--- config.mk ---
export PLATFORM = sky130hd
export DESIGN_NAME = tte_front
export DESIGN_NICKNAME = d
export VERILOG_FILES = /design/src/hdl/tte_pkg.sv /design/src/hdl/tte_front.sv
export SDC_FILE = /design/constraint.sdc
export NUM_CORES = 1
export LEC_CHECK = 0
export BUFFER_PORTS_ARGS = -buffer_cell sky130_fd_sc_hd__buf_2
export CELL_PAD_IN_SITES_DETAIL_PLACEMENT = 0
export CELL_PAD_IN_SITES_GLOBAL_PLACEMENT = 2
export CORE_MARGIN = 1
export CORE_UTILIZATION = 34
export DETAILED_ROUTE_END_ITERATION = 10
export GPL_TIMING_DRIVEN = 0
export PLACE_DENSITY = 0.86
export SYNTH_ARGS = -nofsm -noshare
export SYNTH_HDL_FRONTEND = slang
export SYNTH_SLANG_ARGS = --single-unit
--- constraint.sdc ---
create_clock -name clk -period 3.7 [get_ports clk]
set_input_delay 1.11 -clock clk [delete_from_list [all_inputs] [get_ports clk]]
set_output_delay 1.11 -clock clk [all_outputs]
set_load 0.1 [all_outputs]
--- src/hdl/tte_pkg.sv ---
package tte_pkg;

  localparam int CALC_W      = 10;
  localparam int QUEUE_DEPTH = 2;

  localparam logic [7:0] CHAR_SPACE = 8'h20;
  localparam logic [7:0] CHAR_NL    = 8'h0A;
  localparam logic [7:0] CHAR_CR    = 8'h0D;
  localparam logic [7:0] CHAR_TAB   = 8'h09;
  localparam logic [7:0] ATTR_RESET = 8'h0F;

  localparam logic CFG_AUTO_SCROLL  = 1'b0;
  localparam logic CFG_DEFAULT_ATTR = 1'b1;

  typedef enum logic [3:0] {
    OP_PUT      = 4'd0,
    OP_BACK     = 4'd1,
    OP_ENTER    = 4'd2,
    OP_SET_CUR  = 4'd3,
    OP_UP       = 4'd4,
    OP_DOWN     = 4'd5,
    OP_SCROLL_TO = 4'd6,
    OP_BOTTOM   = 4'd7,
    OP_CLEAR    = 4'd8,
    OP_CLR_LINE = 4'd9,
    OP_COLOUR   = 4'd10,
    OP_READ     = 4'd11,
    OP_NOP      = 4'd12
  } op_t;

  typedef enum logic [1:0] {
    CH_PRINT,
    CH_NL,
    CH_CR,
    CH_TAB
  } char_cls_t;

  typedef struct packed {
    op_t        op;
    char_cls_t  cls;
    logic [7:0] ch;
    logic [6:0] col;
    logic [7:0] row;
    logic [7:0] cnt;
    logic [7:0] attr;
  } cmd_t;

  typedef enum logic [2:0] {
    ST_INIT,
    ST_IDLE,
    ST_FILL,
    ST_RMW,
    ST_READ,
    ST_DONE
  } bstate_t;

endpackage

--- src/hdl/tte_front.sv ---
module tte_front (
  input  logic          clk,
  input  logic          rst_n,
  input  logic          start,
  output logic          busy,
  input  logic [3:0]    in_command,
  input  logic [7:0]    in_character,
  input  logic [6:0]    in_column,
  input  logic [7:0]    in_row,
  input  logic [7:0]    in_line_count,
  input  logic [7:0]    in_attribute,
  input  logic          init_active,
  output logic          q_valid,
  output tte_pkg::cmd_t q_item,
  input  logic          q_pop
);
  import tte_pkg::*;

  localparam int PW = $clog2(QUEUE_DEPTH);
  localparam int NW = $clog2(QUEUE_DEPTH + 1);

  cmd_t          slot_r [QUEUE_DEPTH];
  logic [PW-1:0] wr_ptr_r, wr_ptr_nxt;
  logic [PW-1:0] rd_ptr_r, rd_ptr_nxt;
  logic [NW-1:0] cnt_r, cnt_nxt;
  cmd_t          dec;
  logic          push;

  // classify the command and character
  always_comb begin
    dec.ch   = in_character;
    dec.col  = in_column;
    dec.row  = in_row;
    dec.cnt  = in_line_count;
    dec.attr = in_attribute;
    case (op_t'(in_command))
      OP_PUT, OP_BACK, OP_ENTER, OP_SET_CUR, OP_UP, OP_DOWN, OP_SCROLL_TO, OP_BOTTOM,
      OP_CLEAR, OP_CLR_LINE, OP_COLOUR, OP_READ: dec.op = op_t'(in_command);
      default: dec.op = OP_NOP;
    endcase
    case (in_character)
      CHAR_NL:  dec.cls = CH_NL;
      CHAR_CR:  dec.cls = CH_CR;
      CHAR_TAB: dec.cls = CH_TAB;
      default:  dec.cls = CH_PRINT;
    endcase
  end

  assign busy    = (cnt_r == NW'(QUEUE_DEPTH)) || init_active;
  assign push    = start && !busy;
  assign q_valid = (cnt_r != '0);
  assign q_item  = slot_r[rd_ptr_r];

  always_comb begin
    wr_ptr_nxt = wr_ptr_r;
    rd_ptr_nxt = rd_ptr_r;
    cnt_nxt    = cnt_r;
    if (push) begin
      wr_ptr_nxt = (wr_ptr_r == PW'(QUEUE_DEPTH - 1)) ? '0 : wr_ptr_r + 1'b1;
    end
    if (q_pop) begin
      rd_ptr_nxt = (rd_ptr_r == PW'(QUEUE_DEPTH - 1)) ? '0 : rd_ptr_r + 1'b1;
    end
    if (push && !q_pop) begin
      cnt_nxt = cnt_r + 1'b1;
    end else if (!push && q_pop) begin
      cnt_nxt = cnt_r - 1'b1;
    end
  end

  always_ff @(posedge clk) begin
    if (!rst_n) begin
      wr_ptr_r <= '0;
      rd_ptr_r <= '0;
      cnt_r    <= '0;
    end else begin
      wr_ptr_r <= wr_ptr_nxt;
      rd_ptr_r <= rd_ptr_nxt;
      cnt_r    <= cnt_nxt;
    end
  end

  always_ff @(posedge clk) begin
    if (push) begin
      slot_r[wr_ptr_r] <= dec;
    end
  end

endmodule

== Word-level counts from Yosys, hierarchy flattened ==
Memories as Yosys holds them, arrays and structs flattened. A register that Yosys moved wholly into a read port is not among the register bits.
Cells that the tools add are included.
Word-level totals
  bits in writable memories: 90
  memories kept: 1
  input port bits: 48
  register bits after elaboration: 4
  output and inout bits: 47
Cells by class
  reduce and logical (&&, ||, !) cells: 11
  eq/ne operators: 15
  multiplexer cells: 10
  add/sub/neg operators: 4
Memory list
  slot_r: depth 2, width 45, rd ports 1, clocked after Yosys merged registers in 1, write ports 1, line tte_front.sv:22  | cmd_t slot_r [QUEUE_DEPTH];
Operators with widths (count)
  equality test 8 x 4 -> 1 bit (second input constant): 3
  equality test 4 x 3 -> 1 bit (second input constant): 4
  equality test 4 bit (second input constant): 4
  OR reduction 12 bit: 1
  equality test 4 x 2 -> 1 bit (second input constant): 2
  two-way mux 1 bit: 6
  case mux 2 bit (3 select lines): 1
  equality test 4 x 1 -> 1 bit (second input constant): 1
  zero test 4 bit: 1
  two-way mux 2 bit: 2
  two-way mux 4 bit: 1
  nonzero test 2 bit: 2
  logical AND 1 bit: 3
  zero test 1 bit: 3
  adder 1 bit (second input constant): 2
  adder 2 x 1 -> 2 bit (second input constant): 1
  equality test 2 bit (second input constant): 1
  subtractor 2 x 1 -> 2 bit (second input constant): 1
  logical OR 1 bit: 1

== Longest topological paths before layout ==
  depth after elaboration: 8
  depth in mapped cells: 6

== Worst setup path before layout ==
No wires, ideal clock.
  path type: input to register
  from: input port start
  to: memory slot_r[0][0] (netlist name), enable pin
  path slack: -223 ps
  data arrival time: 3470 ps
  cell stages on the path: 3
  library setup time: 453 ps
  data required time: 3247 ps
  path through: nor2b_1 -> and2_1 -> nor2b_1
On the way
  cells in the longest elaborated chain, start to end: 3
Ends and longest elaborated chain
  start, declared: line tte_front.sv:4  | input logic start,
  logical AND 1 bit: line tte_front.sv:50  | assign push = start && !busy;
  two-way mux 1 bit: line tte_front.sv:84  | if (push) begin
  two-way mux 1 bit (implied by the code): line tte_front.sv:85  | slot_r[wr_ptr_r] <= dec;
  end, declared: line tte_front.sv:22
No other way between the ends.

==> key figures <==
GRT
  – All-Layer GR Usage: 12.20%
  – Antenna violations before repair: 0
  – Gr ovfl total: 0
  – Maximum number of pins on one net before global-route repair: 30
  – First-pass GRT wire length: 10,020 um
  – Vias in the first global route: 1,991

Power and ir drop
  – Pwr per Cell Area: 565.3 nW/um^2
  – Worst IR Drop VDD: 0.1907 mV
  – Leakage: 1.619 nW

Run
  – Max-cap viol count: 0

Logic synthesis
  – Synth top cells by count: 90 x edfxtp_1, 45 x mux2_2, 5 x dfxtp_1, 4 x and2_1, 4 x buf_6
  – Synth warn: 0
  – Area contributors post-synth: edfxtp_1 76%, mux2_2 14%, dfxtp_1 2.8%
  – Distinct cell type count after synthesis: 24
  – Synth area leader: edfxtp_1
  – Synth Instances: 175
  – Ys flop type: edfxtp_1
  – Number of synthesized flops with an enable pin: 90
  – Count leader, synth: edfxtp_1
  – Synth top area share: 76.03%
  – Post-synthesis async set-or-reset flop share: 0%
  – Post-Synthesis Cell Area: 3555 um^2
  – Flops & latches, synth: 95
  – Mapped Nets: 224
  – Syn avg cell area: 20.31 um^2
  – Register area share after synthesis: 78.85%

CTS
  – TritonCTS clock tree: yes
  – H-tree levels: 3
  – Clk root buf: clkbuf_8
  – Clock-pin slew on the worst setup and hold paths: 0.08 ns
  – Post-CTS setup buffers: 0
  – Clock sinks: 95
  – Post-cts sizing count: 0
  – Num CTS Buffers: 9
  – Clock buffer depth: 2
  – Clk_lat worst skew: 0.35 ns
  – Cts hold-fix bufs: 0

Worst setup path
  – RR Endpoint: slot_r[0][10]
  – Worst R2R Setup Slack: 1.77 ns
  – Crit path required time: 2.59 ns
  – Crit-path slowest cell: mux2_2
  – Worst path most repeated cell: buf_2
  – Critical path launch point type: flip-flop
  – Slowest stage delay, CP: 0.35 ns
  – R2R cell count: 4
  – Setup CP Type: flip-flop to output pin
  – Worst Path Arrival: 1.76 ns
  – Reg-to-Reg Start: cnt_r[0]
  – Critical-path cell list: buf_2 -> buf_6 -> mux2_2 -> buf_2
  – Crit. End Element: output pin
  – CP Max Fanout: 10

Floorplanning
  – Core Region: 9955 um^2
  – Die W: 104.3 um
  – Die area: 10,870 um^2
  – Die H: 104.3 um
  – Starting Density: 35.71%
  – Row count: 36
  – IO Count: 95

Placement
  – Dpl cells: 404
  – Port Buffers: 94
  – Post-detail-place hpwl: 4265 um
  – GPL Wtd Cong: 0.6647

Detailed routing
  – DRC viols: 0
  – M1 WL: 2426 um
  – Routed vias/inst: 4.464
  – Vias: 1,875
  – ANT nets after route: 0
  – First drt pass iteration count: 4
  – Wire per inst: 14.52 um
  – Met3 Wirelength: 262 um
  – Top routing layer used: met4
  – First DRT Iteration DRCs: 51
  – WL met2: 3286 um
  – WL final: 6098 um

Timing
  – Total negative setup slack: 0 ns
  – Pins Over Slew Limit: 0
  – Fmax: 348.1 MHz
  – Slew at the pin with the worst max-slew slack: 0.6022 ns
  – Tcrit/Tclk final: 77.65%
  – Clock Skew: 0.007770 ns
  – Final Hold Vio Count: 0
  – Crit path time final: 2.873 ns
  – Slew headroom: 59.77%
  – Unrepaired setup endpoints after global routing: no
  – Final-report setup violation count: 0

Finish
  – Antenna cells: 0
  – Area grow syn2layout: 24.36%
  – Final Net Count: 331
  – Fin cells: 420
  – Fraction of layout cells with a size suffix above 1: 56.10%

Min path
  – Hold Startpoint: cnt_r[1]
  – Worst hold stages: 2
  – Worst Hold Path EP: cnt_r[1]
  – Min-delay worst type: flip-flop to flip-flop

Run status
  – Status: finished clean
==> sequential cells by signal, summed over array words and instances, names as in the netlist, named ones only <==
| register | cells |
|---|---|
| rd_ptr_r | 1 |
| wr_ptr_r | 1 |
| slot_r | 90 |
| cnt_r | 2 |
==> metrics by stage <==
step	hold WS, ns	power, mW	utilization (%)	instance area (um^2)	worst slack (ns)
floorplan	0.4636	1.801	-	3557	0.6354
global placement	0.4767	1.900	42.13	4194	-0.2158
detailed placement	0.5118	1.912	42.60	4240	0.8887
CTS	0.5240	2.535	44.41	4420	0.7638
global route	0.5588	2.595	44.41	4420	0.7002
finish	0.5170	2.499	44.41	4420	0.8269
==> power breakdown <==
group	internal [mW]	total, mW	switching, mW
logic	0.133	0.631	0.498
registers	1.23	1.25	0.0148
clock network	0.301	0.619	0.317
==> area by class of cell <==
type | count | area [um^2]
buffer | 7 | 57.56
clock buffer | 16 | 180.2
fill | 907 | 5534
inverter | 1 | 3.754
multi-input combinational | 72 | 699.4
sequential | 95 | 2803
tap | 133 | 166.4
timing repair buffer | 96 | 510.5
==> logic make-up (layout without fill, tap and decap cells) <==
| kind of cell | count (synthesis) | after routing | share of synthesized area, % |
|---|---|---|---|
| DFF | 95 | 95 | 78.85 |
| muxes | 45 | 45 | 14.26 |
| and+or+nand+nor | 17 | 17 | 2.922 |
| buffers and inverters | 8 | 120 | 1.724 |
| AOI/OAI and AO/OA | 5 | 5 | 0.9151 |
| xor gates and xnor gates | 4 | 4 | 0.9857 |
| adders and majority gates | 1 | 1 | 0.3519 |
==> placed cells by master (no fill, tap or decap), types with 4 or more instances in the layout <==
cell / synthesis / final
buf_2: 1 / 95
edfxtp_1: 90 / 90
mux2_2: 45 / 45
clkbuf_8: 0 / 12
clkbuf_1: 2 / 6
dfxtp_1: 5 / 5
buf_6: 4 / 4
and2_1: 4 / 4
==> worst max-delay path, delay by kind of cell (launching register included) <==
kind / cells / cell delay [ns]
buffers and inverters: 3 / 0.75
multiplexers: 1 / 0.35
flip-flops: 1 / 0.31
==> metal layers <==
layer | track usage [%] | up-vias
met5 | 0 | -
met4 | 7.347 | 0
met3 | 2.569 | 10
met2 | 21.14 | 55
met1 | 13.83 | 925
li1 | - | 885
==> worst max-delay path by stage <==
stage                           start            to  slack [ns]  cells after the start
final                       flip-flop    q_item[36]        0.83                      4
after global routing        flip-flop    q_item[36]        0.70                      4
after CTS                   flip-flop    q_item[36]        0.76                      4
after detailed placement  init_active          busy        0.89                      3
after global placement    init_active  slot_r[0][3]       -0.22                      4
after floorplan                 start  slot_r[0][0]        0.64                      3
No activity file was read; power rests on OpenSTA's default activity.
